### config.mk
export PLATFORM = sky130hd
export DESIGN_NAME = swmf_queue
export DESIGN_NICKNAME = d
export VERILOG_FILES = /design/src/rtl/swmf_pkg.sv /design/src/rtl/swmf_queue.sv
export SDC_FILE = /design/constraint.sdc
export NUM_CORES = 1
export LEC_CHECK = 0
export BUFFER_PORTS_ARGS = -buffer_cell sky130_fd_sc_hd__buf_2
export CAP_MARGIN = 20
export CORE_ASPECT_RATIO = 2
export CORE_UTILIZATION = 40
export CTS_CLUSTER_SIZE = 28
export DETAILED_ROUTE_END_ITERATION = 6
export PLACE_DENSITY = 0.66
export RECOVER_POWER = 25
export SYNTH_ARGS = -nofsm -noshare
export SYNTH_HDL_FRONTEND = slang
export SYNTH_SLANG_ARGS = --single-unit
### constraint.sdc
create_clock -name clk -period 3.95 [get_ports clk]
set_input_delay 0.395 -clock clk [delete_from_list [all_inputs] [get_ports clk]]
set_output_delay 0.395 -clock clk [all_outputs]
set_load 0.01 [all_outputs]
### src/rtl/swmf_pkg.sv
// ----------------------------------------------------------------------------
// swmf_pkg
// Shared constants and types for the square-window median filter.
// ----------------------------------------------------------------------------
package swmf_pkg;

  localparam int MaxRadius  = 4;
  localparam int MaxWidth   = 1024;
  localparam int SampleBits = 16;

  localparam int WinSide  = 2 * MaxRadius + 1;
  localparam int WinMax   = WinSide * WinSide;
  localparam int LineDepth = WinSide * MaxWidth + WinSide;
  localparam int AddrW    = $clog2(LineDepth);
  localparam int PosW     = 23;
  localparam int XW       = $clog2(MaxWidth);
  localparam int YW       = 13;
  localparam int RW       = 3;
  localparam int WW       = 11;
  localparam int KW       = $clog2(WinSide);
  localparam int MidW     = $clog2(WinMax);

  localparam logic [1:0] CFG_RADIUS = 2'd0;
  localparam logic [1:0] CFG_WIDTH  = 2'd1;
  localparam logic [1:0] CFG_HEIGHT = 2'd2;

  localparam logic OP_SAMPLE = 1'b0;
  localparam logic OP_DRAIN  = 1'b1;

  typedef struct packed {
    logic [AddrW-1:0] pos_mod;
    logic [XW-1:0]    ox;
    logic [YW-1:0]    oy;
    logic             last;
  } job_t;

  typedef struct packed {
    logic [RW-1:0]   radius;
    logic [WW-1:0]   width;
    logic [YW-1:0]   height;
    logic [PosW-1:0] total;
    logic [PosW-1:0] lag;
  } geom_t;

endpackage

### src/rtl/swmf_queue.sv
// ----------------------------------------------------------------------------
// swmf_queue
// Four-entry job queue between the front and the back.
// ----------------------------------------------------------------------------
module swmf_queue
  import swmf_pkg::*;
(
  input  logic clk,
  input  logic rst_n,
  input  logic push,
  input  job_t push_job,
  input  logic pop,
  output job_t head_job,
  output logic empty,
  output logic full
);

  localparam int QDepth = 4;

  job_t       q_r [QDepth];
  logic [1:0] wp_r, wp_nxt;
  logic [1:0] rp_r, rp_nxt;
  logic [2:0] cnt_r, cnt_nxt;

  assign empty    = (cnt_r == 3'd0);
  assign full     = (cnt_r == 3'd4);
  assign head_job = q_r[rp_r];

  always_comb begin
    wp_nxt  = wp_r + {1'b0, push};
    rp_nxt  = rp_r + {1'b0, pop};
    cnt_nxt = cnt_r + {2'b0, push} - {2'b0, pop};
  end

  always_ff @(posedge clk) begin
    if (!rst_n) begin
      wp_r  <= 2'd0;
      rp_r  <= 2'd0;
      cnt_r <= 3'd0;
    end else begin
      wp_r  <= wp_nxt;
      rp_r  <= rp_nxt;
      cnt_r <= cnt_nxt;
    end
  end

  always_ff @(posedge clk) begin
    if (push) begin
      q_r[wp_r] <= push_job;
    end
  end

`ifndef SYNTHESIS
  a_no_push_full: assert property (@(posedge clk) disable iff (!rst_n)
    push |-> !full) else $error("queue push while full");
  a_no_pop_empty: assert property (@(posedge clk) disable iff (!rst_n)
    pop |-> !empty) else $error("queue pop while empty");
  a_cnt_range: assert property (@(posedge clk) disable iff (!rst_n)
    cnt_r <= 3'd4) else $error("queue count out of range");
`endif

endmodule

==> Word-level counts from Yosys, hierarchy flattened <==
Memory sizes are Yosys's and may differ from the RTL's. A register that Yosys moved wholly into a read port is not among the register bits.
Cells that the tools add are included.
Widths: inputs -> output; s select.
{ "totals": {"ff_bits": 7, "latchBits": 0, "ramBits": 152, "mem_bits_ro": 0, "input_bits": 42, "wordCells": 13, "mem_count": 1} }
{ "mem_list": {"columns": ["memory", "words", "width", "rd", "rd_ports_with_merged_regs", "write_ports", "line_no", "rtl"], "rows": [
  ["q_r", 4, 38, 1, 1, 1, "swmf_queue.sv:20", "job_t q_r [QDepth];"]
]} }
{ "op_classes": {"n_addsub": 4, "mul": 0, "div_mod_pow": 0, "magnitude_cmp": 0, "eq_ne": 1, "n_shift": 0, "mux": 3, "n_bitwise": 0, "n_reduce_logical": 1} }
{ "ops": {"columns": ["cell", "n"], "rows": [
  ["$add 2x1->2", 2],
  ["$add 3x1->3", 1],
  ["$eq 3x3->1 const B", 1],
  ["$logic_not 3->1", 1],
  ["$sub 3x1->3", 1],
  ["$mux 1", 2],
  ["$mux 2", 1]
]} }

==> Longest topological paths before layout <==
{ "depth": {"depth_word": 2, "mapped_depth": 7, "ltp_nobuf": 7} }

==> Worst setup path after synthesis <==
OpenSTA, ideal clock, no wires.
{ "synth_timing": {"kind": "input to register", "from": "in push", "to": "mem q_r[0][0] (netlist bit) (enable)", "setup_ns": 0.488, "t_arrival_ns": 3.189, "required_time_ns": 3.462, "path_slack_ns": 0.273, "path_stages": 1, "n_path_buf": 0, "path_cell_list": "nor3b_1"} }
{ "synth_via": {"elab_chain_cells": 2} }
{ "synth_rtl": {"columns": ["element", "line_no", "rtl"], "rows": [
  ["from (decl)", "swmf_queue.sv:10", "input logic push,"],
  ["$mux 1", "swmf_queue.sv:48", "if (push) begin"],
  ["$mux 1 (implied by the code)", "swmf_queue.sv:49", "q_r[wp_r] <= push_job;"],
  ["to (decl)", "swmf_queue.sv:20", null]
]} }
No other way between the ends.

==> results.sh <==
export IMPL_dieArea_um2=15130
export IMPL_fp_dieH_um=172.9
export IMPL_crit_type="register to output pin"
export IMPL_clk_pin_slew_ns=0.06
export IMPL_synth_mux_area_frac=0.1464
export IMPL_powerDensity_nw_per_um2=556.7
export IMPL_whs_ns=0.1975
export IMPL_synth_top_area_frac=0.7810
export IMPL_cts_root_buf="clkbuf_16"
export IMPL_cts_buffers=17
export IMPL_cts_path_max_buffers=2
export IMPL_port_buffers=81
export IMPL_maxCapViolCount=0
export IMPL_drt_total_wl_mm=9.920
export IMPL_synth_area_um2=5844
export IMPL_crit_path_end_kind="output pin"
export IMPL_yosysSeqAreaShare=0.8050
export IMPL_syn_avg_cell_area_um2=25.30
export IMPL_drt_pass1_iterations=4
export IMPL_vias=2561
export IMPL_fin_tns_setup_ns=0
export IMPL_nNetsFinal=373
export IMPL_power_leakage_nw=2.329
export IMPL_cts_resized=0
export IMPL_h_tree_depth=4
export IMPL_yosys_top_cells_area="edfxtp_1 78%, mux4_2 15%, dfxtp_1 2.4%"
export IMPL_clock_latency_ns=0.42
export IMPL_ant_nets=0
export IMPL_synth_simple_area_share=0.01456
export IMPL_skew_ns=0.007772
export IMPL_cp_arrival_ns=2.08
export IMPL_rsz0062_at_grt="no"
export IMPL_insertedDiodeCount=0
export IMPL_cts_sinks=159
export IMPL_syn_inst=231
export IMPL_crit_fanout=39
export IMPL_synth_cell_types=19
export IMPL_drt_iter0_markers=161
export IMPL_synth_top_area_cell="edfxtp_1"
export IMPL_post_route_min_period_ns=2.476
export IMPL_num_rows=62
export IMPL_overflow=0
export IMPL_peakVddDrop_mv=0.3370
export IMPL_grt_first_pass_wirelength_mm=15.65
export IMPL_max_slew_margin=0.2932
export IMPL_post_drt_wl_per_cell_um=18.68
export IMPL_ctsHoldBuffers=0
export IMPL_hold_class="primary input to register"
export IMPL_synth_nets=278
export IMPL_finalHoldViolCount=0
export IMPL_post_route_period_util=0.6269
export IMPL_start_util=0.4094
export IMPL_via_per_inst=4.823
export IMPL_ys_ff_latch=159
export IMPL_tightest_slew_ns=1.060
export IMPL_die_x_um=87.47
export IMPL_outcome="finished clean"
export IMPL_drive_gt1_frac=0.3894
export IMPL_yosys_area_share_adder=0.01199
export IMPL_max_freq_mhz=403.8
export IMPL_core_um2=14270
export IMPL_yosys_warnings=0
export IMPL_ios=82
export IMPL_gp_congestion=0.6661
export IMPL_synth_compound_area_frac=0
export IMPL_critPathLaunchType="register"
export IMPL_drc_errors=0
export IMPL_hpwl_mm=6.098
export IMPL_finalSetupViolCount=0
export IMPL_postCtsSetupBuffers=0
export IMPL_grt_start_max_net_pins=40
export IMPL_grt_pass1_vias=2917
export IMPL_maxSlewViolCount=0
export IMPL_required_ns=3.56
export IMPL_synth_top_family_by_area="multiplexers"
export IMPL_synth_xor_area_share=0.006851
export IMPL_antenna_found_initial=0
export IMPL_cts_tree="built"
export IMPL_area_growth_pct=19.78
export IMPL_track_usage=0.1469
-- stage by stage --
step / worst slack [ns] / instance area [um^2] / total power [mW] / instances / util
after global routing: 1.282 / 7000 / 4.028 / 531 / 0.4904
after detailed placement: 1.823 / 6459 / 2.390 / 499 / 0.4525
after floorplan: 0.2726 / 5844 / 2.241 / 231 / -
final: 1.474 / 7000 / 3.897 / 531 / 0.4904
after CTS: 1.366 / 7033 / 3.944 / 531 / 0.4927
after global placement: 1.807 / 6459 / 2.375 / 499 / 0.4525
-- worst max-delay path: stages, from the launching register on --
cell	delay, ns
dfxtp_4	0.87
mux4_2	0.62
buf_2	0.16
-- cell usage after synthesis, drive strengths merged --
cell type,n
nand2,1
buf,6
xor2,2
nor3,1
and3,2
and3b,1
mux4,38
ha,4
nor2,1
xnor3,1
nor3b,1
dfxtp,7
inv,4
fa,1
edfxtp,152
and2,7
clkbuf,2
-- per-layer routing --
metal  GRT usage  wire length, um  vias to the layer above
met2      0.2646             5716                       53
met4     0.06148              179                        0
met3     0.04487              362                       13
li1            -                -                     1167
met1      0.1533             3661                     1328
met5           0                0                        -
-- power breakdown --
| part | total, mW | switching, mW | internal [mW] |
|---|---|---|---|
| registers | 2.00 | 0.0603 | 1.94 |
| clock network | 1.56 | 0.630 | 0.931 |
| logic | 0.338 | 0.159 | 0.179 |
-- cells by family after synthesis --
kind of cell / after synthesis
xor gates and xnor gates: 3
muxes: 38
buffers and inverters: 12
and+or+nand+nor: 14
DFF: 159
adders and majority gates: 5
-- cell usage in the layout, fill, tap and decap left out, types with 4 or more instances in the layout --
cell type  count
dfxtp_1        5
inv_1          4
ha_1           4
buf_2         55
clkbuf_1      28
clkbuf_16     17
and2_1         7
edfxtp_1     152
mux4_2        38
clkinv_4       4
-- final timing paths --
path	start	endpoint	slack, ns	depth (start not counted)
hold reg to reg	wp_r[1]	wp_r[1]	0.65	2
hold / removal	push_job[24]	q_r[1][24]	0.20	1
setup reg to reg	wp_r[0]	q_r[1][9]	2.16	1
setup / recovery	rp_r[0]	head_job[13]	1.47	2
-- sequential cells by signal (all words and copies together) (netlist names) --
name,cells
q_r,152
cnt_r,3
rp_r,2
wp_r,2
-- layout make-up --
| type | instances | area, um^2 |
|---|---|---|
| Multi-Input combinational cell | 60 | 1066 |
| Fill cell | 1244 | 7273 |
| Inverter | 4 | 15.01 |
| Clock inverter | 13 | 141.4 |
| Timing Repair Buffer | 84 | 395.4 |
| Tap cell | 192 | 240.2 |
| Clock buffer | 19 | 432.9 |
| Sequential cell | 159 | 4710 |
(Power assumes the default switching activity.)
