[src/rtl/swmf_pkg.sv]
// ----------------------------------------------------------------------------
// swmf_pkg
// Shared constants and types for the square-window median filter.
// ----------------------------------------------------------------------------
package swmf_pkg;

  localparam int MaxRadius  = 4;
  localparam int MaxWidth   = 1024;
  localparam int SampleBits = 16;

  localparam int WinSide  = 2 * MaxRadius + 1;
  localparam int WinMax   = WinSide * WinSide;
  localparam int LineDepth = WinSide * MaxWidth + WinSide;
  localparam int AddrW    = $clog2(LineDepth);
  localparam int PosW     = 23;
  localparam int XW       = $clog2(MaxWidth);
  localparam int YW       = 13;
  localparam int RW       = 3;
  localparam int WW       = 11;
  localparam int KW       = $clog2(WinSide);
  localparam int MidW     = $clog2(WinMax);

  localparam logic [1:0] CFG_RADIUS = 2'd0;
  localparam logic [1:0] CFG_WIDTH  = 2'd1;
  localparam logic [1:0] CFG_HEIGHT = 2'd2;

  localparam logic OP_SAMPLE = 1'b0;
  localparam logic OP_DRAIN  = 1'b1;

  typedef struct packed {
    logic [AddrW-1:0] pos_mod;
    logic [XW-1:0]    ox;
    logic [YW-1:0]    oy;
    logic             last;
  } job_t;

  typedef struct packed {
    logic [RW-1:0]   radius;
    logic [WW-1:0]   width;
    logic [YW-1:0]   height;
    logic [PosW-1:0] total;
    logic [PosW-1:0] lag;
  } geom_t;

endpackage

[src/rtl/swmf_front.sv]
// ----------------------------------------------------------------------------
// swmf_front
// Accepts requests, writes samples to the line store, tracks raster
// positions and queues one job for every pixel that is ready to be filtered.
// ----------------------------------------------------------------------------
module swmf_front
  import swmf_pkg::*;
(
  input  logic                  clk,
  input  logic                  rst_n,
  input  geom_t                 geom,
  input  logic                  hold,
  input  logic                  in_valid,
  output logic                  in_ready,
  input  logic                  in_opcode,
  input  logic [SampleBits-1:0] in_sample,
  output logic                  st_we,
  output logic [AddrW-1:0]      st_waddr,
  output logic [SampleBits-1:0] st_wdata,
  output logic                  q_push,
  output job_t                  q_job,
  input  logic                  q_full,
  input  logic                  last_done
);

  logic [PosW-1:0]  in_pos_r, in_pos_nxt;
  logic [PosW-1:0]  out_pos_r, out_pos_nxt;
  logic [AddrW-1:0] wa_r, wa_nxt;
  logic [AddrW-1:0] ra_r, ra_nxt;
  logic [XW-1:0]    ox_r, ox_nxt;
  logic [YW-1:0]    oy_r, oy_nxt;
  logic             last_pend_r, last_pend_nxt;

  logic [PosW-1:0]  ip0, op0;
  logic [AddrW-1:0] wa0, ra0;
  logic [XW-1:0]    ox0;
  logic [YW-1:0]    oy0;
  logic             restart, is_smp, emit, is_last, accept;

  assign in_ready = !hold && !q_full && !last_pend_r;
  assign accept   = in_valid && in_ready;

  always_comb begin
    restart = (in_pos_r > geom.total) || (out_pos_r >= geom.total) ||
              (out_pos_r > in_pos_r);
    ip0 = restart ? '0 : in_pos_r;
    op0 = restart ? '0 : out_pos_r;
    wa0 = restart ? '0 : wa_r;
    ra0 = restart ? '0 : ra_r;
    ox0 = restart ? '0 : ox_r;
    oy0 = restart ? '0 : oy_r;

    is_smp = (in_opcode == OP_SAMPLE) && (ip0 < geom.total);
    if (is_smp) begin
      emit = ({1'b0, ip0} + 24'd1) > ({1'b0, op0} + {1'b0, geom.lag});
    end else begin
      emit = (ip0 >= geom.total);
    end
    is_last = ({1'b0, op0} + 24'd1) >= {1'b0, geom.total};

    st_we    = accept && is_smp;
    st_waddr = wa0;
    st_wdata = in_sample;

    q_push       = accept && emit;
    q_job.pos_mod = ra0;
    q_job.ox      = ox0;
    q_job.oy      = oy0;
    q_job.last    = is_last;

    in_pos_nxt  = in_pos_r;
    out_pos_nxt = out_pos_r;
    wa_nxt      = wa_r;
    ra_nxt      = ra_r;
    ox_nxt      = ox_r;
    oy_nxt      = oy_r;
    if (accept) begin
      in_pos_nxt  = ip0 + {{(PosW-1){1'b0}}, is_smp};
      wa_nxt      = wa0;
      if (is_smp) begin
        wa_nxt = (wa0 == AddrW'(LineDepth - 1)) ? '0 : wa0 + 1'b1;
      end
      out_pos_nxt = op0;
      ra_nxt      = ra0;
      ox_nxt      = ox0;
      oy_nxt      = oy0;
      if (emit) begin
        if (is_last) begin
          in_pos_nxt  = '0;
          out_pos_nxt = '0;
          wa_nxt      = '0;
          ra_nxt      = '0;
          ox_nxt      = '0;
          oy_nxt      = '0;
        end else begin
          out_pos_nxt = op0 + 1'b1;
          ra_nxt      = (ra0 == AddrW'(LineDepth - 1)) ? '0 : ra0 + 1'b1;
          if ({1'b0, ox0} + 11'd1 == geom.width) begin
            ox_nxt = '0;
            oy_nxt = oy0 + 1'b1;
          end else begin
            ox_nxt = ox0 + 1'b1;
          end
        end
      end
    end

    // A new frame must not overwrite the store until the final window is read.
    last_pend_nxt = last_pend_r;
    if (q_push && is_last) begin
      last_pend_nxt = 1'b1;
    end else if (last_done) begin
      last_pend_nxt = 1'b0;
    end
  end

  always_ff @(posedge clk) begin
    if (!rst_n) begin
      in_pos_r    <= '0;
      out_pos_r   <= '0;
      wa_r        <= '0;
      ra_r        <= '0;
      ox_r        <= '0;
      oy_r        <= '0;
      last_pend_r <= 1'b0;
    end else begin
      in_pos_r    <= in_pos_nxt;
      out_pos_r   <= out_pos_nxt;
      wa_r        <= wa_nxt;
      ra_r        <= ra_nxt;
      ox_r        <= ox_nxt;
      oy_r        <= oy_nxt;
      last_pend_r <= last_pend_nxt;
    end
  end

`ifndef SYNTHESIS
  a_no_accept_pend: assert property (@(posedge clk) disable iff (!rst_n)
    last_pend_r |-> !accept) else $error("request taken with last pixel pending");
  a_wa_range: assert property (@(posedge clk) disable iff (!rst_n)
    wa_r < AddrW'(LineDepth)) else $error("write address out of range");
  a_ra_range: assert property (@(posedge clk) disable iff (!rst_n)
    ra_r < AddrW'(LineDepth)) else $error("read base out of range");
`endif

endmodule

[config.mk]
export PLATFORM = sky130hd
export DESIGN_NAME = swmf_front
export DESIGN_NICKNAME = d
export VERILOG_FILES = /design/src/rtl/swmf_pkg.sv /design/src/rtl/swmf_front.sv
export SDC_FILE = /design/constraint.sdc
export NUM_CORES = 1
export LEC_CHECK = 0
export BUFFER_PORTS_ARGS = -buffer_cell sky130_fd_sc_hd__buf_2
export CAP_MARGIN = 25
export CORE_MARGIN = 5
export CORE_UTILIZATION = 55
export DETAILED_ROUTE_END_ITERATION = 16
export GPL_TIMING_DRIVEN = 0
export HOLD_SLACK_MARGIN = 0.15
export PLACE_DENSITY = 0.82
export SYNTH_ARGS = -nofsm -noshare
export SYNTH_HDL_FRONTEND = slang
export SYNTH_SLANG_ARGS = --single-unit
[constraint.sdc]
create_clock -name clk -period 10.69 [get_ports clk]
set_clock_uncertainty 0.05 [all_clocks]
set_input_delay 1.069 -clock clk [delete_from_list [all_inputs] [get_ports clk]]
set_output_delay 1.069 -clock clk [all_outputs]
set_load 0.02 [all_outputs]
* Word level (Yosys, flattened, before mapping) *
Cells that the tools add are included.

operators by class
  add/sub/neg operators = 10
  magnitude comparators = 7
  equal/unequal tests = 3
  mux-type cells = 26
  bitwise logic cells = 1
  reduce and logical (&&, ||, !) cells = 13

operators with widths
  cell                                           number
  2-to-1 mux 23 bit                              6
  2-to-1 mux 14 bit                              9
  2-to-1 mux 13 bit                              4
  adder 23 x 1 -> 24 bit, second input constant  2
  greater-or-equal comparator 23 bit             2
  > comparator 23 bit                            2
  2-to-1 mux 10 bit                              4
  adder 14 x 1 -> 14 bit, second input constant  2
  equality test 14 bit, second input constant    2
  adder 23 x 23 -> 24 bit                        1
  greater-or-equal comparator 24 x 23 -> 1 bit   1
  > comparator 24 bit                            1
  adder 23 x 1 -> 23 bit                         1
  adder 23 x 1 -> 23 bit, second input constant  1
  < comparator 23 bit                            1
  adder 13 x 1 -> 13 bit, second input constant  1
  adder 10 x 1 -> 11 bit, second input constant  1
  equality test 11 bit                           1
  adder 10 x 1 -> 10 bit, second input constant  1
  logical AND 1 bit                              7
  logical NOT 1 bit                              3
  2-to-1 mux 1 bit                               3
  logical OR 1 bit                               2
  nonzero test 2 bit                             1
  NOT 1 bit                                      1

storage, ports and cells
  bits in registers = 98
  input bits = 96
  output and inout port bits = 71
  word-level logic and storage cells = 67

* Logic depth before layout (Yosys ltp) *
  depth after elaboration = 10
  mapped depth = 39
  gate-level depth less buffers = 32

* Least setup slack after synthesis *
No wires, ideal clock.

  path type = input to output
  from = input geom[39] in the netlist's numbering
  to = output q_push
  data arrival time = 7.314 ns
  path slack = 2.257 ns
  cell stages on the path = 34
  buffers on the path = 6
  cell sequence = inv_1 -> ha_1 -> a21o_1 -> a21o_1 -> a221oi_2 -> o21ai_2 -> a21oi_2 -> buf_4 -> nand2_2 -> clkbuf_1 -> buf_2 -> buf_2 -> buf_1 -> nor2_1 -> ha_1 -> o21a_1 -> o21ai_0 -> nand2b_1 -> a21oi_1 -> o31ai_1 -> a31oi_1 -> nor2b_1 -> o21ai_0 -> a211o_1 -> ha_1 -> and4_1 -> a2111oi_0 -> a21oi_1 -> a211o_1 -> o31ai_2 -> nand3_2 -> buf_2 -> nand2_1 -> inv_1

between the ends
  cells in the longest elaborated chain, start to end = 8
  elaborated cells between the ends (all ways) = 14
  classes of those cells = 2 x add/sub; 5 x order compare; 3 x mux; 4 x reduce/logical

ends and longest elaborated chain
  item                                                                              line                                text
  start: declaration                                                                swmf_front.sv:11                    input geom_t geom,
  > comparator 23 bit / greater-or-equal comparator 23 bit (equally long branches)  swmf_front.sv:44                    restart = (in_pos_r > geom.total) || (out_pos_r >= geom.total) ||
  logical OR 1 bit (2 in a row)                                                     swmf_front.sv:44
  2-to-1 mux 23 bit (on tied branches)                                              swmf_front.sv:46, swmf_front.sv:47
  adder 23 x 1 -> 24 bit (tied with other cells)                                    swmf_front.sv:55                    emit = ({1'b0, ip0} + 24'd1) > ({1'b0, op0} + {1'b0, geom.lag});
  > comparator 24 bit / logical AND 1 bit (equally long branches)                   swmf_front.sv:55, swmf_front.sv:53
  2-to-1 mux 1 bit (*)                                                              swmf_front.sv:54                    if (is_smp) begin
  logical AND 1 bit (*)                                                             swmf_front.sv:65                    q_push = accept && emit;
  end: declaration                                                                  swmf_front.sv:20                    output logic q_push,

Mark *: on every way between the ends. The rest lies on a longest branch, timed or not.

* Worst setup path in the final report *
  from = input geom[43] in the netlist's numbering
  to = output q_push

Same word-level chain as after synthesis.

==> impl_summary.log <==
[metrics] Post-synth EDFFs: 0
[metrics] cell with the most instances after synthesis: ha_1
[metrics] die outline width: 159 µm
[metrics] clock buffer count from CTS: 9
[metrics] initial detailed-routing violation count: between 1500 and 2000
[metrics] xor and xnor fraction of the mapped netlist area: under 10%
[metrics] drt pass-1 iters: 6
[metrics] total count of hold-check failures in the final report: 0
[metrics] y dimension of the die: between 150 and 200 µm
[metrics] wire per inst: between 20 and 25 µm
[metrics] row count: 54
[metrics] cell area power density: roughly 67 mW/mm²
[metrics] final cycle utilization of the critical path: 98.8%
[metrics] Slew @ Worst Pin: approximately 1.1 ns
[metrics] cell taking the most area after synthesis: ha_1
[metrics] number of cells on the worst reg-to-reg path: 34
[metrics] share of synthesized registers carrying an async set or reset: 0%
[metrics] Max Clock Freq: approximately 95 MHz
[metrics] top post-synthesis cells by area: ha_1 18%, dfxtp_1 16%, nand2_1 4.6%
[metrics] class of the worst hold path: reg -> reg
[metrics] critical path data arrival time: around 9.4 ns
[metrics] slowest CP cell: buf_2
[metrics] Hold Slack: between 0.4 and 0.5 ns
[metrics] Final Critical Period: about 11 ns
[metrics] Endpoint, Worst Hold: oy_r[12]
[metrics] number of buffers on the longest clock path: 2
[metrics] number of violations of the max-capacitance limit: 0
[metrics] YS warnings: 0
[metrics] Hold Startpoint: oy_r[12]
[metrics] Initial Util: approximately 56%
[metrics] Synth top area share: between 10% and 20%
[metrics] worst reg2reg path startpoint: in_pos_r[9]
[metrics] Overflow after GRT: 0
[metrics] # clock sinks: just under 100
[metrics] TritonCTS clock tree: yes
[metrics] startpoint class of the critical path: input pin
[metrics] overall power after layout: ~0.92 mW
[metrics] Max Slew Vio Count: 0
[metrics] number of vias in the routed layout: 13848
[metrics] proportion of layout cells with a drive suffix above 1: approximately 15%
[metrics] internal power of the cells: ~0.63 mW
[metrics] compound-cell area share of the yosys netlist: between 20% and 30%
[metrics] multiplexer share of the synthesized area: less than 1%
[metrics] Crit Reg-Reg Endpoint: out_pos_r[3]
[metrics] post-route antenna net violation count: 0
[metrics] count of cell types in the netlist: ~110
[metrics] clock transition at the registers of the reported paths: 0.08 ns
[metrics] full die area: approximately 0.025 mm²
[metrics] share of power burned in registers: 40.0%
[metrics] largest family of logic cells by synthesized area: simple AND/OR/NAND/NOR gates
[metrics] largest fanout of any net on the critical path: 19
[metrics] total of flip-flops plus latches after synthesis: roughly 100
[metrics] post-synthesis to final-layout area growth: 11.7%
[metrics] number of antenna diodes: 0
[metrics] GRT Resource Usage Total: a little under two fifths
[metrics] Core Area: approximately 0.022 mm²
[metrics] Worst setup EP type: primary output
[metrics] reg2reg setup slack: 0.64 ns
[metrics] detailed placement HPWL: 38.2 mm
[metrics] P_leak: 6.45 nW
[metrics] worst IR drop on VDD: 0.0718 mV
[metrics] wire length of the first global-routing pass: ~75 mm
[metrics] CP required: roughly 9.6 ns
[metrics] maximum number of pins on one net before global-route repair: 20
[metrics] synthesized netlist cell count: around 1600
[metrics] CP peak stage delay: 0.53 ns
[metrics] final setup violation count: 0
[metrics] Switching Share: about a third
[metrics] result of the run: finished clean
[metrics] total wirelength of the detailed-routed design: between 40 and 50 mm
[metrics] Hold Buf Count CTS: 0
[metrics] via count of the first global-routing pass: 13068
[metrics] list of most frequent post-synthesis cells: 171 x ha_1, 148 x nand2_1, 128 x nor2_1
[metrics] hold-critical path depth: 1
[metrics] proportion of synthesized chip area in sequential cells: between 10% and 20%
[metrics] post-synthesis cell area: 0.0122 mm²
[metrics] ys flop type: dfxtp_1
[metrics] cell repeated most along the worst path: buf_2
[metrics] share of synthesized cell area in full adder, half adder and majority cells: between 15 and 20%
[metrics] ports placed on the boundary: about 170
[metrics] syn nets: 1892
[metrics] antenna violations before repair: 1
[metrics] average via count per standard cell: 6.75
[metrics] setup bufs post-CTS: 0
[metrics] worst slew slack as a fraction of its limit: ~29%
[metrics] clock insertion delay at the later pin of the skew report: between 0.3 and 0.4 ns
[metrics] remaining design rule violation count: 0
[metrics] combinational share of power: between 10% and 20%
[metrics] Net Sw Power: 0.291 mW
[metrics] root cell of the clock tree: clkbuf_16
[metrics] global placement routability congestion: just over 1
[metrics] number of H-tree branching levels: 3
[metrics] clock network fraction of total power: 40.3%
[metrics] Total Nets Final: a little over 2000
[metrics] kind of critical path: in -> out
[metrics] port buffer count: around 130
[metrics] area share of and/or/nand/nor cells after synthesis: 30.9%
[metrics] post-synthesis area per instance: between 7 and 8 µm²
-- worst max-delay path: cells and delay by family --
kind	cells	cell delay, ns
AO/OA/AOI/OAI	10	2.03
XOR/XNOR	1	0.16
adder cells (fa/ha/maj)	3	0.69
buffers and inverters	11	2.94
AND/OR/NAND/NOR	9	2.51
-- stage by stage --
stage / cell area, µm² / setup TNS [ns] / worst slack (ns) / instances / utilization (%)
3_3_place_gp: 13200 / -22.61 / -0.864 / 2039 / 60.4
5_1_grt: 13600 / -0.000902 / -0.000902 / 2052 / 62.3
3_5_place_dp: 13200 / -22.99 / -0.873 / 2039 / 60.4
6_report: 13600 / 0 / 0.131 / 2052 / 62.3
4_1_cts: 13500 / 0 / 0.00532 / 2052 / 61.9
2_1_floorplan: 12200 / 0 / 2.26 / 1625 / -
-- final cells by class --
class                   count  area [µm²]
plain buffers              94         514
clock buffers               9         225
clock inverters             7        91.3
fillers                  2021        8230
inverters                 100         375
multi-input cells        1330        9400
flip-flops and latches     98        1960
well taps                 280         350
repair buffers            134         671
-- power groups by stage --
stage                     Combinational [mW]  Sequential (mW)  Clock [mW]
final                                  0.181            0.366       0.369
after floorplan                       0.0990            0.374           0
after detailed placement               0.170            0.375           0
after CTS                              0.171            0.366       0.365
after global placement                 0.166            0.375           0
after global routing                   0.190            0.366       0.383
-- worst max-delay path by stage --
stage,start,endpoint,slack [ns],cells after the start
final,geom[43],q_push,0.13,34
after global routing,geom[45],q_push,-0.0009,35
after CTS,geom[41],q_push,0.005,36
after detailed placement,geom[41],q_push,-0.87,37
after global placement,geom[41],q_push,-0.86,37
after floorplan,geom[39],q_push,2.26,34
-- per-layer routing --
metal	wire [µm]	global-route usage, %	vias up
li1	-	-	6289
met1	18900	46.6	6457
met2	22100	58.8	905
met3	6070	9.33	197
met4	2840	19.2	0
met5	0	0	-
-- layout by cell type, fill, tap and decap left out, types with 23 or more instances in the layout --
cell type,synthesis,final
inv_1,98,98
nand2_1,148,148
clkbuf_1,43,34
nor3_1,47,45
a21o_1,33,33
dfxtp_1,98,98
nand4_1,49,49
and3_1,73,73
nand3_1,74,74
buf_2,22,153
a22oi_1,23,23
ha_1,171,171
a21oi_1,107,104
a31oi_1,36,36
nor2_1,128,128
o21ai_0,59,59
xnor2_1,36,36
or3_1,32,31
xor2_1,42,42
-- state kept, by name, indices dropped and copies added, names as in the netlist --
register,count
in_pos_r,23
last_pend_r,1
out_pos_r,23
oy_r,13
ra_r,14
wa_r,14
ox_r,10
-- cell families after synthesis --
family	after synthesis
simple gates	685
compound gates	389
buf+inv	197
fa+ha+maj	172
flops	98
xor+xnor	80
mux	4
-- timing repair --
item | CTS | global route
gates resized for setup | 10 | 17
endpoints found under the setup margin | 22 | 2
endpoints found under the hold margin | 0 | 0
(Power assumes the default switching activity.)
