[config.mk]
export PLATFORM = sky130hd
export DESIGN_NAME = swmf_back
export DESIGN_NICKNAME = d
export VERILOG_FILES = /design/src/rtl/swmf_pkg.sv /design/src/rtl/swmf_back.sv
export SDC_FILE = /design/constraint.sdc
export NUM_CORES = 2
export LEC_CHECK = 0
export BUFFER_PORTS_ARGS = -buffer_cell sky130_fd_sc_hd__buf_4
export CAP_MARGIN = 20
export CORE_AREA = 2 2 425 427
export CTS_CLUSTER_SIZE = 12
export DETAILED_ROUTE_END_ITERATION = 16
export DIE_AREA = 0 0 427 429
export GPL_TIMING_DRIVEN = 0
export PLACE_DENSITY = 0.73
export SLEW_MARGIN = 15
export SYNTH_ARGS = -nofsm -noshare
export SYNTH_HDL_FRONTEND = slang
export SYNTH_SLANG_ARGS = --single-unit
[constraint.sdc]
create_clock -name clk -period 13.25 [get_ports clk]
set_input_delay 0 -clock clk [delete_from_list [all_inputs] [get_ports clk]]
set_output_delay 0 -clock clk [all_outputs]
set_load 0.02 [all_outputs]
[src/rtl/swmf_pkg.sv]
// ----------------------------------------------------------------------------
// swmf_pkg
// Shared constants and types for the square-window median filter.
// ----------------------------------------------------------------------------
package swmf_pkg;

  localparam int MaxRadius  = 4;
  localparam int MaxWidth   = 1024;
  localparam int SampleBits = 16;

  localparam int WinSide  = 2 * MaxRadius + 1;
  localparam int WinMax   = WinSide * WinSide;
  localparam int LineDepth = WinSide * MaxWidth + WinSide;
  localparam int AddrW    = $clog2(LineDepth);
  localparam int PosW     = 23;
  localparam int XW       = $clog2(MaxWidth);
  localparam int YW       = 13;
  localparam int RW       = 3;
  localparam int WW       = 11;
  localparam int KW       = $clog2(WinSide);
  localparam int MidW     = $clog2(WinMax);

  localparam logic [1:0] CFG_RADIUS = 2'd0;
  localparam logic [1:0] CFG_WIDTH  = 2'd1;
  localparam logic [1:0] CFG_HEIGHT = 2'd2;

  localparam logic OP_SAMPLE = 1'b0;
  localparam logic OP_DRAIN  = 1'b1;

  typedef struct packed {
    logic [AddrW-1:0] pos_mod;
    logic [XW-1:0]    ox;
    logic [YW-1:0]    oy;
    logic             last;
  } job_t;

  typedef struct packed {
    logic [RW-1:0]   radius;
    logic [WW-1:0]   width;
    logic [YW-1:0]   height;
    logic [PosW-1:0] total;
    logic [PosW-1:0] lag;
  } geom_t;

endpackage

[src/rtl/swmf_back.sv]
// ----------------------------------------------------------------------------
// swmf_back
// Reads the clamped window from the line store, one sample per cycle, into
// an insertion-sort chain and delivers the middle element.
// ----------------------------------------------------------------------------
module swmf_back
  import swmf_pkg::*;
(
  input  logic                  clk,
  input  logic                  rst_n,
  input  geom_t                 geom,
  input  logic                  q_empty,
  input  job_t                  q_head,
  output logic                  q_pop,
  output logic [AddrW-1:0]      st_raddr,
  input  logic [SampleBits-1:0] st_rdata,
  output logic                  last_done,
  output logic                  out_valid,
  input  logic                  out_ready,
  output logic [SampleBits-1:0] out_median_value,
  output logic                  out_last_of_frame
);

  localparam logic [1:0] ST_IDLE = 2'd0;
  localparam logic [1:0] ST_RUN  = 2'd1;
  localparam logic [1:0] ST_WAIT = 2'd2;
  localparam logic [1:0] ST_FIN  = 2'd3;

  logic [1:0]  state_r, state_nxt;
  job_t        job_r, job_nxt;
  logic [KW-1:0] ky_r, ky_nxt, kx_r, kx_nxt;
  logic        rd_pend_r, rd_pend_nxt;
  logic        clr;

  logic [SampleBits-1:0] arr_r [WinMax];
  logic [SampleBits-1:0] arr_nxt [WinMax];
  logic [WinMax-1:0]     arr_v_r, arr_v_nxt;
  logic [WinMax-1:0]     gt;

  logic                  ov_r, ov_nxt;
  logic [SampleBits-1:0] om_r, om_nxt;
  logic                  ol_r, ol_nxt;
  logic                  load;

  logic [KW-1:0] side_m1;
  logic [MidW-1:0] mid;
  logic signed [YW+1:0] sy, yy, dy;
  logic signed [XW+1:0] sx, xx, dx;
  logic signed [16:0]   dyw, a;

  // Window address: offset from the centre added to its store address.
  always_comb begin
    side_m1 = {geom.radius, 1'b0};
    sy = $signed({2'b0, job_r.oy}) + $signed({{(YW+2-KW){1'b0}}, ky_r})
         - $signed({{(YW-1){1'b0}}, geom.radius});
    if (sy < 0) begin
      yy = '0;
    end else if (sy >= $signed({2'b0, geom.height})) begin
      yy = $signed({2'b0, geom.height}) - 1;
    end else begin
      yy = sy;
    end
    sx = $signed({2'b0, job_r.ox}) + $signed({{(XW+2-KW){1'b0}}, kx_r})
         - $signed({{(XW-1){1'b0}}, geom.radius});
    if (sx < 0) begin
      xx = '0;
    end else if (sx >= $signed({1'b0, geom.width})) begin
      xx = $signed({1'b0, geom.width}) - 1;
    end else begin
      xx = sx;
    end
    dy  = yy - $signed({2'b0, job_r.oy});
    dx  = xx - $signed({2'b0, job_r.ox});
    dyw = 17'($signed(dy[4:0]) * $signed({1'b0, geom.width}));
    a   = $signed({3'b0, job_r.pos_mod}) + dyw + 17'(dx);
    if (a < 0) begin
      a = a + 17'(LineDepth);
    end else if (a >= 17'(LineDepth)) begin
      a = a - 17'(LineDepth);
    end
    st_raddr = a[AddrW-1:0];
  end

  always_comb begin
    state_nxt   = state_r;
    job_nxt     = job_r;
    ky_nxt      = ky_r;
    kx_nxt      = kx_r;
    rd_pend_nxt = 1'b0;
    q_pop       = 1'b0;
    clr         = 1'b0;
    load        = 1'b0;
    case (state_r)
      ST_IDLE: begin
        if (!q_empty) begin
          q_pop     = 1'b1;
          clr       = 1'b1;
          job_nxt   = q_head;
          ky_nxt    = '0;
          kx_nxt    = '0;
          state_nxt = ST_RUN;
        end
      end
      ST_RUN: begin
        rd_pend_nxt = 1'b1;
        if (kx_r == side_m1) begin
          kx_nxt = '0;
          ky_nxt = ky_r + 1'b1;
          if (ky_r == side_m1) begin
            state_nxt = ST_WAIT;
          end
        end else begin
          kx_nxt = kx_r + 1'b1;
        end
      end
      ST_WAIT: begin
        state_nxt = ST_FIN;
      end
      ST_FIN: begin
        if (!ov_r || out_ready) begin
          load      = 1'b1;
          state_nxt = ST_IDLE;
        end
      end
      default: begin
        state_nxt = ST_IDLE;
      end
    endcase
  end

  // Sorted chain, ascending; empty cells act as larger than any key.
  always_comb begin
    for (int i = 0; i < WinMax; i++) begin
      gt[i] = !arr_v_r[i] || ($signed(arr_r[i]) > $signed(st_rdata));
    end
    for (int i = 0; i < WinMax; i++) begin
      arr_nxt[i]   = arr_r[i];
      arr_v_nxt[i] = arr_v_r[i];
      if (clr) begin
        arr_v_nxt[i] = 1'b0;
      end else if (rd_pend_r && gt[i]) begin
        if (i > 0 && gt[(i > 0) ? i - 1 : 0]) begin
          arr_nxt[i]   = arr_r[(i > 0) ? i - 1 : 0];
          arr_v_nxt[i] = arr_v_r[(i > 0) ? i - 1 : 0];
        end else begin
          arr_nxt[i]   = st_rdata;
          arr_v_nxt[i] = 1'b1;
        end
      end
    end
  end

  always_comb begin
    mid    = MidW'(({3'b0, geom.radius} * {3'b0, geom.radius} + {3'b0, geom.radius}) << 1);
    ov_nxt = ov_r && !out_ready;
    om_nxt = om_r;
    ol_nxt = ol_r;
    if (load) begin
      ov_nxt = 1'b1;
      om_nxt = arr_r[mid];
      ol_nxt = job_r.last;
    end
  end

  assign last_done         = load && job_r.last;
  assign out_valid         = ov_r;
  assign out_median_value  = om_r;
  assign out_last_of_frame = ol_r;

  always_ff @(posedge clk) begin
    if (!rst_n) begin
      state_r   <= ST_IDLE;
      rd_pend_r <= 1'b0;
      ov_r      <= 1'b0;
      arr_v_r   <= '0;
    end else begin
      state_r   <= state_nxt;
      rd_pend_r <= rd_pend_nxt;
      ov_r      <= ov_nxt;
      arr_v_r   <= arr_v_nxt;
    end
  end

  always_ff @(posedge clk) begin
    job_r <= job_nxt;
    ky_r  <= ky_nxt;
    kx_r  <= kx_nxt;
    om_r  <= om_nxt;
    ol_r  <= ol_nxt;
    for (int i = 0; i < WinMax; i++) begin
      arr_r[i] <= arr_nxt[i];
    end
  end

`ifndef SYNTHESIS
  a_pend_after_run: assert property (@(posedge clk) disable iff (!rst_n)
    rd_pend_r |-> (state_r == ST_RUN || state_r == ST_WAIT))
    else $error("store data arrived outside a window read");
  a_load_full: assert property (@(posedge clk) disable iff (!rst_n)
    load |-> arr_v_r[mid]) else $error("median taken from an empty cell");
  a_pop_idle: assert property (@(posedge clk) disable iff (!rst_n)
    q_pop |-> state_r == ST_IDLE) else $error("job popped while busy");
`endif

endmodule

; ---- Word level (Yosys, flattened, before mapping)
; Memory sizes are Yosys's and may differ from the RTL's. A register that Yosys moved wholly into a read port is not among the register bits.
; Index checks and enable logic that the tools add are counted.
[totals]
in_bits = 131
regBits = 132
word_cells = 806
mem_count = 1
ram_bits = 1296
[classes]
n_eq_ne = 9
n_bitwise = 2
multipliers = 2
n_addsub = 15
n_reduce_logical = 255
n_lt_le_gt_ge = 87
n_mux = 344
[memory_table]
columns = name, depth, width, read_ports, rd_ports_with_merged_regs, write_ports, line
row1 = arr_r, 81, 16, 82, 1, 81, swmf_back.sv:35  ; logic [SampleBits-1:0] arr_r [WinMax];
[op_table]
columns = op, n
row1 = two-way mux 16 bit, 242
row2 = > comparator 16 bit, 81
row3 = two-way mux 1 bit, 86
row4 = logical AND 1 bit, 83
row5 = zero test 1 bit, 83
row6 = logical OR 1 bit, 82
row7 = two-way mux 14 bit, 2
row8 = two-way mux 12 bit, 2
row9 = adder 15 x 17 -> 17 bit, 1
row10 = adder 17 x 12 -> 17 bit, 1
row11 = greater-or-equal comparator 17 x 15 -> 1 bit (second input constant), 1
row12 = less-than comparator 17 x 1 -> 1 bit (second input constant), 1
row13 = multiplier 5 x 12 -> 17 bit, 1
row14 = case mux 4 bit (2 select lines), 2
row15 = greater-or-equal comparator 15 x 14 -> 1 bit, 1
row16 = less-than comparator 15 x 1 -> 1 bit (second input constant), 1
row17 = subtractor 14 x 3 -> 15 bit, 1
row18 = adder 13 x 4 -> 14 bit, 1
row19 = adder 14 bit (second input constant), 1
row20 = subtractor 14 bit (second input constant), 1
row21 = greater-or-equal comparator 12 bit, 1
row22 = less-than comparator 12 x 1 -> 1 bit (second input constant), 1
row23 = two-way mux 4 bit, 3
row24 = subtractor 11 x 1 -> 12 bit (second input constant), 1
row25 = other kinds (22), 34

; ---- Logic depth before layout (Yosys ltp)
[logic_depth]
ltp_word = 12
ltp_mapped = 49
depth_no_buf = 45

; ---- Worst setup path after synthesis
; Ideal clock, no wire load.
[synth_path]
path_type = flip-flop to output port
start = register ky_r[1]
end = output port st_raddr[1]
stages_incl_launch_ff = 45
path_slack_ps = 3288
arrival_ps = 9962
path_buffers = 5
required_ps = 13250
path_cell_list = edfxtp_1 -> fa_1 -> fa_1 -> a21o_1 -> a211oi_1 -> o21bai_1 -> a21oi_1 -> nor2_1 -> o311a_1 -> o21ai_0 -> nand2b_1 -> xnor2_1 -> ha_1 -> o21a_1 -> a211o_1 -> buf_6 -> nor2_1 -> a211o_1 -> [9 not listed] -> fa_1 -> inv_1 -> fa_1 -> fa_1 -> inv_1 -> fa_1 -> ha_1 -> and2_1 -> a22o_1 -> a31oi_1 -> mux2i_1 -> and2_0 -> clkbuf_1 -> a31oi_1 -> or2_1 -> buf_6 -> buf_6 -> a311oi_1
[synth_via]
elab_chain_len = 12
elab_cells_between_ends = 16
classes_between = add/sub (7) / mul (1) / order compare (4) / mux (4)
[synth_lines]
columns = item, line
row1 = start: declaration, swmf_back.sv:31  ; logic [KW-1:0] ky_r, ky_nxt, kx_r, kx_nxt;
row2 = start signal: assignment, swmf_back.sv:186  ; ky_r <= ky_nxt;
row3 = adder 13 x 4 -> 14 bit (*), swmf_back.sv:54  ; sy = $signed({2'b0, job_r.oy}) + $signed({{(YW+2-KW){1'b0}}, ky_r})
row4 = subtractor 14 x 3 -> 15 bit (*), swmf_back.sv:55  ; - $signed({{(YW-1){1'b0}}, geom.radius});
row5 = greater-or-equal comparator 15 x 14 -> 1 bit, swmf_back.sv:58  ; end else if (sy >= $signed({2'b0, geom.height})) begin
row6 = two-way mux 5 bit, swmf_back.sv:58
row7 = two-way mux 5 bit (*), swmf_back.sv:56  ; if (sy < 0) begin
row8 = subtractor 5 bit (*), swmf_back.sv:72  ; dy = yy - $signed({2'b0, job_r.oy});
row9 = multiplier 5 x 12 -> 17 bit (*), swmf_back.sv:74  ; dyw = 17'($signed(dy[4:0]) * $signed({1'b0, geom.width}));
row10 = adder 15 x 17 -> 17 bit (*), swmf_back.sv:75  ; a = $signed({3'b0, job_r.pos_mod}) + dyw + 17'(dx);
row11 = adder 17 x 12 -> 17 bit (*), swmf_back.sv:75
row12 = subtractor 14 bit or greater-or-equal comparator 17 x 15 -> 1 bit (tied branches), "swmf_back.sv:79, swmf_back.sv:78"
row13 = two-way mux 14 bit, swmf_back.sv:78  ; end else if (a >= 17'(LineDepth)) begin
row14 = two-way mux 14 bit (*), swmf_back.sv:76  ; if (a < 0) begin
row15 = end: declaration, swmf_back.sv:15  ; output logic [AddrW-1:0] st_raddr,
; Every way passes the cells marked *; elsewhere a longest branch is shown, timed or not.

; ---- Worst setup path in the final report
[layout_path]
start = register ky_r[1]
end = output port st_raddr[3]
; The elaborated chain is that of the path after synthesis.

==> insert_results.sql <==
INSERT INTO impl_metrics (metric_group, metric, value, unit) VALUES
('run_status', 'status', 'finished clean', ''),
('synth', 'sequential_element_share_of_the_synthesized_area', '43.4', '%'),
('synth', 'cell_count_after_synthesis', '8003', ''),
('synth', 'synth_area_leaders', 'sky130_fd_sc_hd__edfxtp_1 (42%), sky130_fd_sc_hd__ha_1 (18%), sky130_fd_sc_hd__mux2_2 (13%)', ''),
('timing', 'skew', '56.9', 'ps'),
('drt', 'drt.antenna.violating_nets', '0', ''),
('floorplan', 'coreArea', '178000', 'µm²'),
('timing', 'timing.max_slew.rel_slack', '11.0', '%'),
('cells_and_area', 'finalNetCount', '10100', ''),
('min_path', 'worstHoldPathType', 'input port to register', ''),
('cts', 'cts.sink_count', '1444', ''),
('setup_path', 'worstSetupPathType', 'register to output port', ''),
('timing', 'worst_pin_slew', '1330', 'ps'),
('min_path', 'min_path_cells', '4', ''),
('global_route', 'grt_use_total', '37.7', '%'),
('timing', 'timing.final.crit_share', '92.5', '%'),
('drt', 'wl', '350', 'mm'),
('placed_design', 'globalplace.congestion', '0.990', ''),
('drt', 'drt_pass1_iterations', '6', ''),
('drt', 'avgViaCountPerCell', '6.78', ''),
('cts', 'htree_levels', '4', ''),
('setup_path', 'reg2reg_setup_slack', '8660', 'ps'),
('setup_path', 'crit_path_top_delay_cell', 'sky130_fd_sc_hd__xnor2_1', ''),
('setup_path', 'crit_path_end_kind', 'output port', ''),
('setup_path', 'critPathLaunchType', 'register', ''),
('synth', 'syn-cell-area', '97900', 'µm²'),
('synth', 'synth_edf_count', '1359', ''),
('synth', 'ys_dominant_reg_cell', 'sky130_fd_sc_hd__edfxtp_1', ''),
('timing', 'finalMaxSlewViolations', '0', ''),
('setup_path', 'worstReg2RegEnd', 'arr_r[45][2]', ''),
('run', 'max-cap-violations', '0', ''),
('cts', 'clkLatencyLatePin', '870', 'ps'),
('global_route', 'grt-ovfl-total', '0', ''),
('cts', 'cts-resized-gates', '0', ''),
('cts', 'cts_root_buffer', 'sky130_fd_sc_hd__clkbuf_16', ''),
('synth', 'yosys.cell_count.top_type', 'sky130_fd_sc_hd__ha_1', ''),
('floorplan', 'fp.dieW', '427', 'µm'),
('synth', 'synth_commonest_cells', 'sky130_fd_sc_hd__ha_1 (1422), sky130_fd_sc_hd__edfxtp_1 (1359), sky130_fd_sc_hd__mux2_2 (1153), sky130_fd_sc_hd__o21ai_0 (417), sky130_fd_sc_hd__a21oi_1 (391)', ''),
('timing', 'timing_hold_violations_final', '0', ''),
('timing', 'maxClockFrequency', '81.6', 'MHz'),
('drt', 'remaining_drc_errors', '0', ''),
('setup_path', 'rr_worst_depth', '5', ''),
('synth', 'postSynth.asyncResetShare', '0', '%'),
('drt', 'detail_route.iter0.violations', '9099', ''),
('global_route', 'pin_count_of_the_biggest_net_entering_global_routing', '65', ''),
('placed_design', 'cell_total_after_placement', '10500', ''),
('cells_and_area', 'post_layout_nonfiller_instances', '11000', ''),
('floorplan', 'die_area', '183000', 'µm²'),
('floorplan', 'die_ht', '429', 'µm'),
('cts', 'cts_tree', 'yes', ''),
('cts', 'path_clk_slew', '60', 'ps'),
('synth', 'synth_top_cell_area_share', '41.7', '%'),
('timing', 'finish_stage_setup_viols', '0', ''),
('setup_path', 'critical_path.reg2reg.startpoint', 'rd_pend_r', ''),
('synth', 'mappedNetlistNets', '9620', ''),
('setup_path', 'timing.critical_path.fanout_max', '10', ''),
('cts', 'tritoncts.num_buffers', '165', ''),
('setup_path', 'worst_setup_path_endpoint', 'st_raddr[3]', ''),
('global_route', 'grt_pass1_vias', '73600', ''),
('synth', 'synth.ff_latch_count', '1444', ''),
('timing', 'grt_setup_unrepaired', 'false', ''),
('global_route', 'grt_first_pass_wirelength', '500', 'mm'),
('cells_and_area', 'area_growth_syn_to_layout', '12.4', '%'),
('drt', 'wire_per_inst', '31.9', 'µm'),
('synth', 'avgSynthCellArea', '12.2', 'µm²'),
('synth', 'synth_top_area_cell', 'sky130_fd_sc_hd__edfxtp_1', ''),
('cells_and_area', 'final_layout_size_suffix_gt1_share', '21.9', '%'),
('placed_design', 'portBuffers', '116', ''),
('floorplan', 'num_io_pins', '165', ''),
('floorplan', 'initial_utilization', '55.0', '%'),
('synth', 'netlist-cell-type-count', '80', '');
-- placed cells by master, fill, tap and decap left out, types with 87 or more instances in the layout --
cell	n
sky130_fd_sc_hd__ha_1	1422
sky130_fd_sc_hd__edfxtp_1	1359
sky130_fd_sc_hd__mux2_2	1153
sky130_fd_sc_hd__o21ai_0	417
sky130_fd_sc_hd__a21oi_1	361
sky130_fd_sc_hd__nand2_1	358
sky130_fd_sc_hd__nor2_1	304
sky130_fd_sc_hd__inv_1	283
sky130_fd_sc_hd__clkbuf_1	246
sky130_fd_sc_hd__nand4_1	217
sky130_fd_sc_hd__nor2b_1	211
sky130_fd_sc_hd__o21a_1	199
sky130_fd_sc_hd__a21o_1	187
sky130_fd_sc_hd__clkbuf_16	168
sky130_fd_sc_hd__buf_4	122
sky130_fd_sc_hd__dlygate4sd3_1	115
sky130_fd_sc_hd__mux4_2	96
sky130_fd_sc_hd__nand2b_1	95
sky130_fd_sc_hd__nor3_1	94
sky130_fd_sc_hd__nand3_1	87
-- through the flow --
stage,hold WS (ps),setup WS (ps),utilization [%],instance area [µm²]
5_1_grt,57.5,313,61.8,110000
2_1_floorplan,98.9,3290,-,97900
4_1_cts,25.7,986,61.7,110000
3_3_place_gp,181,2050,57.1,102000
3_5_place_dp,180,1920,57.9,103000
6_report,65.8,989,61.8,110000
-- registers in the layout (all words and copies together), names as in the netlist --
| signal | count |
|---|---|
| arr_r | 1296 |
| arr_v_r | 81 |
| job_r | 38 |
| kx_r | 4 |
| ky_r | 4 |
| out_last_of_frame | 1 |
| out_median_value | 16 |
| out_valid | 1 |
| rd_pend_r | 1 |
| state_r | 2 |
-- layout make-up --
cell class | instances | area [µm²]
Antenna cell | 24 | 60.1
Buffer | 331 | 1420
Clock buffer | 226 | 4540
Clock inverter | 81 | 1000
Fill cell | 13700 | 68000
Inverter | 299 | 1230
Multi-Input combinational cell | 5929 | 53100
Sequential cell | 1444 | 42500
Tap cell | 2355 | 2950
Timing Repair Buffer | 303 | 3210
-- what timing repair did --
item	4_1_cts	5_1_grt
buffers inserted	0	0
hold buffers	115	0
hold endpoints to repair	77	0
-- routing by layer --
layer | part of all wire, % | vias to the layer above | GRT usage [%]
met2 | 43 | 5077 | 55.7
li1 | - | 31800 | -
met4 | 8.3 | 40 | 25.8
met3 | 13 | 1458 | 11.5
met5 | 0.083 | - | 0
met1 | 36 | 36200 | 47.1
-- worst min-delay path by stage --
stage                     start          end  slack (ps)
floorplan           st_rdata[0]  arr_r[0][0]         100
global placement      q_head[2]     job_r[2]         180
detailed placement   q_head[28]    job_r[28]         180
CTS                   out_ready    out_valid          30
global route          out_ready    out_valid          60
finish                out_ready    out_valid          70
-- kinds of logic (layout without fill, tap and decap cells) --
family	count (synthesis)	count (layout)	synth area share, %
flip-flops	1444	1444	43.4
XOR/XNOR	83	83	0.766
buffers and inverters	630	1240	2.51
multiplexers	1302	1302	16.0
adder cells (fa/ha/maj)	1486	1486	19.5
other	0	24	0
AND/OR/NAND/NOR	1571	1571	8.22
AO/OA/AOI/OAI	1487	1487	9.56
-- critical path, delay by kind of cell, from the launching register on --
kind	cells	cell delay, ps
AO/OA/AOI/OAI	17	3500
XOR/XNOR	5	1470
adder cells (fa/ha/maj)	10	4300
buffers and inverters	7	1050
flip-flops	1	480
multiplexers	1	280
AND/OR/NAND/NOR	4	340
Power is left out: the tool's default activity adds up to more than one toggle a clock period on the data nets, which glitch-free logic cannot reach.
